[config.mk]
export PLATFORM = sky130hd
export DESIGN_NAME = multi_tap_text_entry
export DESIGN_NICKNAME = d
export VERILOG_FILES = /design/src/hw/rtl/mtte_pkg.sv /design/src/hw/rtl/multi_tap_text_entry.sv
export SDC_FILE = /design/constraint.sdc
export NUM_CORES = 1
export LEC_CHECK = 0
export BUFFER_PORTS_ARGS = -buffer_cell sky130_fd_sc_hd__buf_4
export CORE_MARGIN = 2
export CORE_UTILIZATION = 60
export CTS_BUF_LIST = sky130_fd_sc_hd__clkbuf_4
export CTS_CLUSTER_SIZE = 8
export DETAILED_ROUTE_END_ITERATION = 8
export GPL_TIMING_DRIVEN = 1
export PLACE_DENSITY_LB_ADDON = 0.08
export SETUP_SLACK_MARGIN = 0.1
export SYNTH_ARGS = -nofsm -noshare
export SYNTH_HDL_FRONTEND = slang
export SYNTH_SLANG_ARGS = --single-unit
[constraint.sdc]
create_clock -name clk_i -period 9.7 [get_ports clk_i]
set_clock_uncertainty 0.1 [all_clocks]
set_input_delay 0.485 -clock clk_i [delete_from_list [all_inputs] [get_ports clk_i]]
set_output_delay 0.485 -clock clk_i [all_outputs]
set_load 0.01 [all_outputs]
[src/hw/rtl/mtte_pkg.sv]
package mtte_pkg;

  localparam int unsigned KeyW       = 4;
  localparam int unsigned TapW       = 2;
  localparam int unsigned TickW      = 16;
  localparam int unsigned FieldW     = 3;
  localparam int unsigned CharW      = 7;
  localparam int unsigned CfgDataW   = 16;
  localparam int unsigned CfgIdxW    = 1;
  localparam int unsigned InDataW    = 8;
  localparam int unsigned OutDataW   = 16;

  localparam int unsigned MaxLineDefault = 32;

  localparam logic [TickW-1:0]  TimeoutReset    = 16'd1000;
  localparam logic [FieldW-1:0] FieldCountReset = 3'd3;
  localparam logic [TickW-1:0]  TickMax         = 16'hFFFF;

  // key codes
  localparam logic [KeyW-1:0] KeyStar = 4'd10;
  localparam logic [KeyW-1:0] KeyHash = 4'd11;
  localparam logic [KeyW-1:0] KeyNone = 4'd15;
  localparam logic [KeyW-1:0] KeyMaxDigit = 4'd9;

  localparam logic [CharW-1:0] CharZero = 7'h30;

  // register indexes
  localparam logic [CfgIdxW-1:0] CfgTimeout    = 1'b0;
  localparam logic [CfgIdxW-1:0] CfgFieldCount = 1'b1;

  typedef enum logic [1:0] {
    ActNone   = 2'd0,
    ActAppend = 2'd1,
    ActDelete = 2'd2
  } action_e;

  // characters on each digit key
  function automatic logic [2:0] group_len(input logic [KeyW-1:0] k);
    logic [2:0] n;
    case (k)
      4'd7, 4'd9:                   n = 3'd4;
      4'd2, 4'd3, 4'd4, 4'd5, 4'd6,
      4'd8:                         n = 3'd3;
      default:                      n = 3'd1;
    endcase
    return n;
  endfunction

  function automatic logic [CharW-1:0] group_char(input logic [KeyW-1:0] k,
                                                  input logic [TapW-1:0] t);
    logic [CharW-1:0] c;
    case (k)
      4'd0:    c = 7'h30;
      4'd1:    c = 7'h31;
      4'd2:    c = 7'h41 + {5'd0, t};
      4'd3:    c = 7'h44 + {5'd0, t};
      4'd4:    c = 7'h47 + {5'd0, t};
      4'd5:    c = 7'h4A + {5'd0, t};
      4'd6:    c = 7'h4D + {5'd0, t};
      4'd7:    c = 7'h50 + {5'd0, t};
      4'd8:    c = 7'h54 + {5'd0, t};
      4'd9:    c = 7'h57 + {5'd0, t};
      default: c = '0;
    endcase
    return c;
  endfunction

endpackage

[src/hw/rtl/multi_tap_text_entry.sv]
// Multi-tap keypad text entry. Each input word is either a key press
// (s_axis_tuser = 0, key 0-9 digit, 10 star, 11 hash) or one timer tick
// (s_axis_tuser = 1), and each gives exactly one result word: an append
// of an ASCII character, a delete of the last character, or nothing, plus
// the field status. Repeated presses of a digit within timeout_ticks step
// through its letters; another digit, the timeout or hash commits the
// pending letter; star drops it and deletes; hash closes the field
// (m_axis_tlast). The last field takes digits directly. Throughput is one
// word per clock unless m_axis_tready holds a result back; words pass the
// input register, then the result register, updating state between them.
// A word is accepted while a result waits if the result register frees in
// that cycle. Writing field_count restarts the entry; configuration is to
// be written only while the block is idle; the block does not enforce it.
module multi_tap_text_entry #(
  parameter int unsigned MAX_LINE = mtte_pkg::MaxLineDefault
) (
  input  logic                              clk_i,
  input  logic                              rst_ni,
  // configuration
  input  logic                              cfg_we_i,
  input  logic [mtte_pkg::CfgIdxW-1:0]      cfg_idx_i,
  input  logic [mtte_pkg::CfgDataW-1:0]     cfg_wdata_i,
  // input words
  input  logic                              s_axis_tvalid,
  output logic                              s_axis_tready,
  input  logic [mtte_pkg::InDataW-1:0]      s_axis_tdata,  // [3:0] key
  input  logic                              s_axis_tuser,  // [0] func
  // result words
  output logic                              m_axis_tvalid,
  input  logic                              m_axis_tready,
  output logic [mtte_pkg::OutDataW-1:0]     m_axis_tdata,  // [6:0] char_code,
                                                           // [9:7] fields_left,
                                                           // [10] all_done
  output logic [1:0]                        m_axis_tuser,  // [1:0] action
  output logic                              m_axis_tlast   // field_done
);
  import mtte_pkg::*;

  localparam int unsigned LineW = $clog2(MAX_LINE + 1);
  localparam logic [LineW-1:0] LineMax = LineW'(MAX_LINE);

  // configuration; field_count only matters at the restart it causes
  logic [TickW-1:0]  timeout_q;

  // input register
  logic              in_valid_q;
  logic              in_func_q;
  logic [KeyW-1:0]   in_key_q;

  // entry state
  logic [KeyW-1:0]   pend_q, pend_d;
  logic [TapW-1:0]   tap_q, tap_d;
  logic [TickW-1:0]  elapsed_q, elapsed_d;
  logic [FieldW-1:0] fields_q, fields_d;
  logic [LineW-1:0]  line_q, line_d;

  // result register
  logic              out_valid_q;
  action_e           act_q, act_d;
  logic [CharW-1:0]  chr_q, chr_d;
  logic              done_q, done_d;
  logic [FieldW-1:0] left_q;
  logic              all_q;

  logic advance;
  logic restart;

  assign advance       = in_valid_q && (!out_valid_q || m_axis_tready);
  assign s_axis_tready = !in_valid_q || advance;
  assign restart       = cfg_we_i && (cfg_idx_i == CfgFieldCount);

  // helpers for committing the pending letter
  logic [TapW-1:0]  tap_fix;
  logic [CharW-1:0] commit_chr;
  logic             line_room;
  logic [TickW-1:0] elapsed_inc;
  logic [2:0]       tap_nx;
  logic [2:0]       key_len;

  always_comb begin
    tap_fix     = ({1'b0, tap_q} >= group_len(pend_q)) ? '0 : tap_q;
    commit_chr  = group_char(pend_q, tap_fix);
    line_room   = line_q < LineMax;
    elapsed_inc = (elapsed_q == TickMax) ? elapsed_q : elapsed_q + 1'b1;
    key_len     = group_len(in_key_q);
    tap_nx      = {1'b0, tap_q} + 3'd1;
  end

  always_comb begin
    pend_d    = pend_q;
    tap_d     = tap_q;
    elapsed_d = elapsed_q;
    fields_d  = fields_q;
    line_d    = line_q;
    act_d     = ActNone;
    chr_d     = '0;
    done_d    = 1'b0;

    if (fields_q != '0) begin
      if (in_func_q) begin
        // timer tick
        elapsed_d = elapsed_inc;
        if (pend_q != KeyNone && elapsed_inc >= timeout_q) begin
          if (line_room) begin
            act_d  = ActAppend;
            chr_d  = commit_chr;
            line_d = line_q + 1'b1;
          end
          pend_d = KeyNone;
          tap_d  = '0;
        end
      end else if (in_key_q <= KeyMaxDigit) begin
        if (fields_q == FieldW'(1)) begin
          // digits-only field
          if (line_room) begin
            act_d  = ActAppend;
            chr_d  = CharZero + {3'd0, in_key_q};
            line_d = line_q + 1'b1;
          end
        end else if (pend_q == in_key_q && elapsed_q < timeout_q) begin
          tap_d     = (tap_nx >= key_len) ? '0 : tap_nx[TapW-1:0];
          elapsed_d = '0;
        end else begin
          if (pend_q != KeyNone && line_room) begin
            act_d  = ActAppend;
            chr_d  = commit_chr;
            line_d = line_q + 1'b1;
          end
          pend_d    = in_key_q;
          tap_d     = '0;
          elapsed_d = '0;
        end
      end else if (in_key_q == KeyStar) begin
        pend_d = KeyNone;
        tap_d  = '0;
        if (line_q != '0) begin
          line_d = line_q - 1'b1;
          act_d  = ActDelete;
        end
      end else if (in_key_q == KeyHash) begin
        // commit, then close the field
        if (pend_q != KeyNone && line_room) begin
          act_d = ActAppend;
          chr_d = commit_chr;
        end
        pend_d   = KeyNone;
        tap_d    = '0;
        line_d   = '0;
        fields_d = fields_q - 1'b1;
        done_d   = 1'b1;
      end
    end
  end

  // timeout register
  always_ff @(posedge clk_i or negedge rst_ni) begin
    if (!rst_ni) begin
      timeout_q <= TimeoutReset;
    end else if (cfg_we_i && (cfg_idx_i == CfgTimeout)) begin
      timeout_q <= cfg_wdata_i;
    end
  end

  // entry state; a field_count write restarts it
  always_ff @(posedge clk_i or negedge rst_ni) begin
    if (!rst_ni) begin
      pend_q    <= KeyNone;
      tap_q     <= '0;
      elapsed_q <= '0;
      fields_q  <= FieldCountReset;
      line_q    <= '0;
    end else if (restart) begin
      pend_q    <= KeyNone;
      tap_q     <= '0;
      elapsed_q <= '0;
      fields_q  <= cfg_wdata_i[FieldW-1:0];
      line_q    <= '0;
    end else if (advance) begin
      pend_q    <= pend_d;
      tap_q     <= tap_d;
      elapsed_q <= elapsed_d;
      fields_q  <= fields_d;
      line_q    <= line_d;
    end
  end

  // handshake flags
  always_ff @(posedge clk_i or negedge rst_ni) begin
    if (!rst_ni) begin
      in_valid_q  <= 1'b0;
      out_valid_q <= 1'b0;
    end else begin
      if (s_axis_tready) begin
        in_valid_q <= s_axis_tvalid;
      end
      if (advance) begin
        out_valid_q <= 1'b1;
      end else if (m_axis_tready) begin
        out_valid_q <= 1'b0;
      end
    end
  end

  // payload
  always_ff @(posedge clk_i) begin
    if (s_axis_tvalid && s_axis_tready) begin
      in_func_q <= s_axis_tuser;
      in_key_q  <= s_axis_tdata[KeyW-1:0];
    end
    if (advance) begin
      act_q  <= act_d;
      chr_q  <= chr_d;
      done_q <= done_d;
      left_q <= fields_d;
      all_q  <= (fields_d == '0);
    end
  end

  assign m_axis_tvalid = out_valid_q;
  assign m_axis_tuser  = act_q;
  assign m_axis_tlast  = done_q;
  assign m_axis_tdata  = {{(OutDataW - CharW - FieldW - 1){1'b0}}, all_q, left_q, chr_q};

endmodule
### After elaboration in Yosys (flattened, before gate mapping)

Memories as Yosys holds them, arrays and structs flattened. A register that Yosys moved wholly into a read port is not among the register bits.
Cells that the tools add are included.
W data, S select, Z words.

* register bits after elaboration: 68
* latch bits: 0
* memory bits (writable): 0
* ROM bits: 96
* input bits: 31
* output and inout bits: 21
* memories: 2

Memory list
* (name not given): depth 16, width 3, read ports 1, clocked after Yosys merged registers in 0, write ports 0, RTL line mtte_pkg.sv:40 `case (k)`
* (name not given): depth 16, width 3, read ports 1, clocked after Yosys merged registers in 1, write ports 0, RTL line mtte_pkg.sv:40

* $add $sub $neg: 14
* multipliers: 0
* divide/modulo/power cells: 0
* order comparisons: 6
* equality and inequality tests: 22
* shift-type cells: 0
* mux-type cells: 74
* bitwise logic cells: 2
* reductions and logical operators: 25

Operators with widths (count)
* $mux W16: 7
* $mux W6: 13
* $mux W7: 10
* $pmux W7 S10: 1
* $add A7 B2 Y7 const A: 8
* $mux W4: 11
* $mux W2: 18
* $mux W3: 7
* $add A16 B1 Y16 const B: 1
* $eq A16 B16 Y1 const B: 1
* $eq A4 B3 Y1 const B: 4
* $eq A4 B4 Y1 const B: 4
* $ge A16 B16 Y1: 1
* $lt A16 B16 Y1: 1
* $ne A4 B4 Y1 const B: 3
* $eq A4 B2 Y1 const B: 2
* $add A6 B4 Y7 const A: 1
* $logic_and A1 B1 Y1: 7
* $mux W1: 7
* $reduce_and A7 Y1: 1
* $add A6 B1 Y6 const B: 1
* $lt A6 B6 Y1 const B: 1
* $reduce_and A6 Y1: 1
* $reduce_bool A2 Y1: 3
* 25 further kinds: 29

### Longest topological paths before layout

Gate-level depths: netlist of run 1.

* depth after elaboration: 10
* gate-level depth with buffers: 17

### Worst setup path before layout of run 1

No wires, ideal clock.

* kind: register -> register
* start point: reg elapsed_q[0]
* end point: reg tap_q[0]
* setup time: 0.125 ns
* arrival: 3.190 ns
* required time: 9.475 ns
* path slack: 6.285 ns
* stages on the path, launching flop included: 15
* path buffers: 1
* cells stage by stage: dfrtp_1 > ha_1 > and3_1 > and3_1 > nand3_1 > buf_2 > mux2_2 > ha_1 > nand2_1 > o21ai_0 > a221oi_1 > o221ai_2 > nand2_1 > and4bb_2 > mux2_2

* longest elaborated chain between the ends: 9

Ends and longest elaborated chain
* start, declared: RTL line multi_tap_text_entry.sv:53 `logic [TickW-1:0] elapsed_q, elapsed_d;`
* start signal, assigned: RTL line multi_tap_text_entry.sv:181 `elapsed_q <= elapsed_d;`
* branches (longest 9 deep; another with $add A16 B1 Y16)
* end signal, assigned: RTL line multi_tap_text_entry.sv:180 `tap_q <= tap_d;`
* end, declared: RTL line multi_tap_text_entry.sv:52 `logic [TapW-1:0] tap_q, tap_d;`

Parallel ways; which one is timed is not known. The select of a mux whose other input is x is not followed.
A chain may end at the register's enable or synchronous reset.

### Final worst setup path of run 1

* start point: reg elapsed_q[6]
* end point: reg tap_q[0]

The elaborated chain is that of the path after synthesis.

==> flow_summary.yaml, run 1 <==
critical_path:
  required_ns: 9.92
  cp_common_cell: "nand2_1"
  critPathCaptureType: "flop"
  reg2reg_to: "tap_q[0]"
  max_stage_delay_ns: 0.57
  cp_cell_sequence: "and4_1 > and3_1 > nand3_1 > nand2_1 > xnor2_1 > ha_1 > a21oi_1 > o21ai_0 > a221oi_1 > o221ai_2 > nand2_1 > and4bb_2 > mux2_2"
  critPathMaxFanout: 12
  worstRegToRegCells: 13
  start_kind: "flop"
  worstPathArrival_ns: 4.43
  crit_type: "reg2reg"
  slowest_stage: "a221oi_1"
  r2r-start: "elapsed_q[6]"
  r2r_slack_ns: 5.49
timing:
  finalCritPeriodShare_pct: 43.4
  fin_tns_setup_ns: 0
  hold_viol: 0
  slew_headroom_pct: 27.5
  setup_viol: 0
  max_freq_mhz: 238
  finalMaxSlewViolations: 0
  tightest_slew_ns: 1.08
  hold_slack_ns: 0.138
  min_period_ns: 4.21
  rsz0062_at_grt: "false"
die:
  core.rowCount: 33
  start_util_pct: 62.3
  ios: 52
  die-width_um: 96.6
  fp.dieH_um: 96.6
  die_area_um2: 9320
  core_area_um2: 8260
layout:
  fin_cells: 731
  num-nets-final: 700
  final_util_pct: 67.6
  area_growth_pct: 8.59
  diodes: 0
  drive_gt1_share_pct: 14.2
place:
  gp_congestion: 0.902
  port_buffers: 42
  place_inst: 714
  hpwl_um: 8710
pwr:
  power_per_cell_area_nw_per_um2: 154
  vdd_ir_drop_max_mv: 0.135
  p_leak_nw: 2.47
  power_uw: 858
synthesis:
  ys_seq_area_share_pct: 36.4
  async_flop_share_pct: 69.0
  yosys_warnings: 0
  ys.flop_type: "dfrtp_1"
  ys_types: 70
  synth_area_um2: 5140
  synthCells: 591
  ys_ff_latch: 71
  synth_edf_count: 19
  synth.avg_cell_area_um2: 8.70
clock_network:
  h-tree-depth: 3
  cts_buffer_depth: 2
  clock_sinks: 71
  tritoncts: "built"
  clkTransAtPathRegs_ns: 0.11
  clockRootBuffer: "clkbuf_4"
  cts_buffers: 9
  clock_latency_ns: 0.43
routing:
  totalWireLength_um: 11900
  wl_per_cell_um: 16.2
  drcViolationCount: 0
  num_vias: 4520
  viasPerCell: 6.18
  antenna_left: 0
  drt_iter0_drc: 204
  dr.pass1.iters: 5
global_routing:
  grt_pass1_wl_um: 19100
  grt_usage_pct: 26.5
  grt_pass1_vias: 4071
  antenna_found_initial: 0
  grt_max_degree: 50
  grt_overflow: 0
worst_hold_path:
  holdCritStartpoint: "s_axis_tuser"
  min_path_cells: 1
  hold_class: "in2reg"
  min_to: "in_func_q"
flow_run:
  drv_cap: 0
outcome:
  status: "finished, final reports clean"
## kinds of logic after synthesis
kind of cell	synth area share, %
adders and majority gates	11.7
AOI/OAI and AO/OA	20.1
muxes	2.70
xor gates and xnor gates	3.92
other	0.0729
buffers and inverters	5.74
and+or+nand+nor	19.3
DFF	36.4
## routing by layer
layer	GRT usage, %	up-vias	share of wire, %
met3	3.72	20	5.1
li1	-	2189	-
met4	9.86	0	1.9
met2	46.4	148	50
met1	33.4	2163	43
met5	0	-	0
## layout by cell type, fill, tap and decap left out, types with 5 or more instances in the layout
master / n
mux2i_1: 6
nor2_1: 47
clkbuf_4: 10
buf_4: 42
o21a_1: 5
dfstp_2: 12
ha_1: 48
nand4_1: 11
a211oi_1: 5
and3_1: 8
nand2b_1: 9
a21oi_1: 34
inv_1: 39
or3_1: 6
conb_1: 5
edfxtp_1: 19
mux2_2: 5
a31oi_1: 5
o31ai_1: 6
nor3_1: 11
nand2_1: 74
xnor2_1: 13
o21ai_0: 55
xor2_1: 10
nand3_1: 22
dfrtp_1: 37
a22o_1: 5
## how the worst max path moves through the flow
stage / cells after the start / to / start
after detailed placement: 14 / tap_q[0] / elapsed_q[0]
after CTS: 14 / tap_q[0] / elapsed_q[0]
after global placement: 14 / tap_q[0] / elapsed_q[0]
after floorplan: 14 / tap_q[0] / elapsed_q[0]
final: 13 / tap_q[0] / elapsed_q[6]
after global routing: 14 / tap_q[0] / elapsed_q[0]
## Yosys cell counts (12+ instances only)
cell type,instances,area share (%)
dfrtp_1,37,18
nor2_1,47,3.4
xnor2_1,13,2.2
clkbuf_1,12,0.88
nand3_1,22,2.1
o21ai_0,55,5.4
a21oi_1,34,3.3
nand2_1,74,5.4
ha_1,48,12
inv_1,39,2.8
dfstp_2,12,6.1
edfxtp_1,19,11
## per-stage QoR
step	area, µm²	setup slack (ns)
2_1_floorplan	5160	6.29
3_3_place_gp	5460	5.58
3_5_place_dp	5460	5.51
4_1_cts	5580	5.49
5_1_grt	5580	5.21
6_report	5580	5.49
## power breakdown
| part | internal, mW | total [mW] | leakage (nW) | switching (mW) |
|---|---|---|---|---|
| combinational | 0.119 | 0.287 | 1.58 | 0.167 |
| sequential | 0.351 | 0.405 | 0.820 | 0.0540 |
| clock | 0.0547 | 0.167 | 0.0699 | 0.112 |
## final cells by class
| cell class | instances | area, µm² |
|---|---|---|
| Timing Repair Buffer | 43 | 325 |
| Fill cell | 734 | 2680 |
| Multi-Input combinational cell | 456 | 2990 |
| Tap cell | 105 | 131 |
| Inverter | 40 | 150 |
| Clock buffer | 10 | 75.1 |
| Sequential cell | 71 | 1870 |
| Clock inverter | 6 | 37.5 |
## worst max-delay path, delay by kind of cell (launching register included)
kind	cells	cell delay, ns
XOR/XNOR	1	0.14
multiplexers	1	0.26
AND/OR/NAND/NOR	6	1.74
AO/OA/AOI/OAI	4	1.06
adder cells (fa/ha/maj)	1	0.27
flip-flops	1	0.52
## state kept, by name, indices dropped and copies added, names as in the netlist, 2 cells and up
signal	cells
chr_q	7
m_axis_tuser	2
elapsed_q	16
line_q	6
in_key_q	4
fields_q	3
key_len	3
timeout_q	16
pend_q	4
left_q	3
tap_q	2
## what timing repair did
item | in CTS | in global routing
endpoints found under the hold margin | 15 | 0
gates resized for setup | 0 | 0
buffers inserted | 0 | 0
hold buffers | 1 | 0
(Power assumes the default switching activity.)
==> run 2, diff against run 1 <==
==> constraint.sdc (replaced) <==
create_clock -name clk_i -period 4.1 [get_ports clk_i]
set_clock_uncertainty 0.1 [all_clocks]
set_input_delay 0.205 -clock clk_i [delete_from_list [all_inputs] [get_ports clk_i]]
set_output_delay 0.205 -clock clk_i [all_outputs]
set_load 0.01 [all_outputs]
==> flow_summary.yaml, run 2 (synthesized netlist as in run 1, its figures left out) <==
critical_path:
  required_ns: 4.19
  critPathMaxFanout: 7
  start_kind: "flop"
  worstPathArrival_ns: 3.89
  crit_type: "reg2reg"
  critPathCaptureType: "flop"
routing:
  viasPerCell: 6.02
  drt_iter0_drc: 262
  wl_per_cell_um: 16.5
  totalWireLength_um: 12600
  antenna_left: 0
  drcViolationCount: 0
  dr.pass1.iters: 5
  num_vias: 4590
layout:
  postLayoutCellArea_um2: 5940
  n_fill_cell: 614
  area_growth_pct: 15.6
  drive_gt1_share_pct: 15.5
  mostFrequentLayoutCell: "nand2_1"
  fin_cells: 762
  layout_common_cells: "74 x nand2_1, 54 x o21ai_0, 50 x buf_4, 48 x ha_1, 45 x nor2_1"
  top_regs: "elapsed_q (16), timeout_q (16), chr_q (7)"
  num-nets-final: 731
  diodes: 0
global_routing:
  grt_pass1_wl_um: 20200
  grt_pass1_vias: 4465
  grt_max_degree: 50
  antenna_found_initial: 0
  grt_usage_pct: 28.0
  grt_overflow: 0
clock_network:
  cts_buffer_depth: 2
  cts_buffers: 9
  clockRootBuffer: "clkbuf_4"
  clock_sinks: 71
  clock_latency_ns: 0.43
  post_cts.repair.setup_buffers: 0
  tritoncts: "built"
  clkTransAtPathRegs_ns: 0.13
  h-tree-depth: 3
timing:
  fin_tns_setup_ns: 0
  slew_headroom_pct: 26.0
  hold_viol: 0
  finalMaxSlewViolations: 0
  tightest_slew_ns: 1.11
  min_period_ns: 3.80
  setup_viol: 0
  max_freq_mhz: 263
  rsz0062_at_grt: "false"
  finalCritPeriodShare_pct: 92.8
  hold_slack_ns: 0.0240
place:
  place_inst: 722
  gp_congestion: 0.908
  place_area_um2: 5520
  hpwl_um: 8980
  port_buffers: 42
pwr:
  power_per_cell_area_nw_per_um2: 369
  p_leak_nw: 2.62
  vdd_ir_drop_max_mv: 0.294
die:
  start_util_pct: 62.3
  ios: 52
  die_area_um2: 9320
  core.rowCount: 33
  core_area_um2: 8260
  fp.dieH_um: 96.6
  die-width_um: 96.6
outcome:
  status: "finished, final reports clean"
worst_hold_path:
  hold_class: "in2reg"
flow_run:
  drv_cap: 0
-- run 2: area by class of cell --
cell class	count	area [µm²]	area share [%]
Inverter	40	150	2.53
Multi-Input combinational cell	456	3010	50.7
Sequential cell	71	1870	31.5
Timing Repair Buffer	74	616	10.4
Tap cell	105	131	2.21
Clock buffer	9	67.6	1.14
Clock inverter	7	95.1	1.60
-- run 2: path summary, 6_finish.rpt --
check	from	end	slack, ns	cells past startpoint
worst min-delay path	m_axis_tready	m_axis_tvalid	0.02	3
worst max-delay path	elapsed_q[8]	chr_q[0]	0.30	15
worst max register to register	elapsed_q[8]	chr_q[0]	0.30	15
max in group asynchronous	rst_ni	m_axis_tvalid	3.21	2
min in group asynchronous	rst_ni	timeout_q[4]	0.24	2
worst min register to register	timeout_q[9]	timeout_q[9]	0.47	2
-- run 2: through the flow --
| stage | total power [mW] | setup slack, ns | util (%) |
|---|---|---|---|
| 2_1_floorplan | 1.46 | 0.685 | - |
| 3_3_place_gp | 1.61 | 0.405 | 66.8 |
| 3_5_place_dp | 1.65 | 0.297 | 66.8 |
| 4_1_cts | 2.18 | 0.240 | 71.7 |
| 5_1_grt | 2.33 | 0.0702 | 72.0 |
| 6_report | 2.19 | 0.296 | 72.0 |
-- run 2: power breakdown --
group	internal, mW	total [mW]	leakage, nW	switching [mW]
clock	0.248	0.520	0.0863	0.272
combinational	0.305	0.715	1.72	0.410
sequential	0.830	0.956	0.820	0.127
-- run 2: critical path: stages (launching register included) --
cell and delay [ns]:
dfrtp_1 0.49, and4_1 0.33, and3_1 0.29, nand3_2 0.20, buf_4 0.22, nand2_1 0.10, xnor2_1 0.13, ha_1 0.27
a21oi_1 0.15, o21ai_1 0.10, a221oi_1 0.31, buf_4 0.20, o21ai_0 0.09, nand4_1 0.17, o32a_1 0.29, o21ai_0 0.13
-- run 2: timing repair --
action | in CTS | in global routing
gates resized for setup | 0 | 7
setup endpoints to repair | 0 | 15
hold buffers | 24 | 0
endpoints found under the hold margin | 62 | 0
-- run 2: metal layers --
layer / global-route usage (%) / wire length [µm]
met1: 33.5 / 5170
met2: 50.6 / 6420
met3: 3.72 / 654
met4: 11.6 / 316
met5: 0 / 0
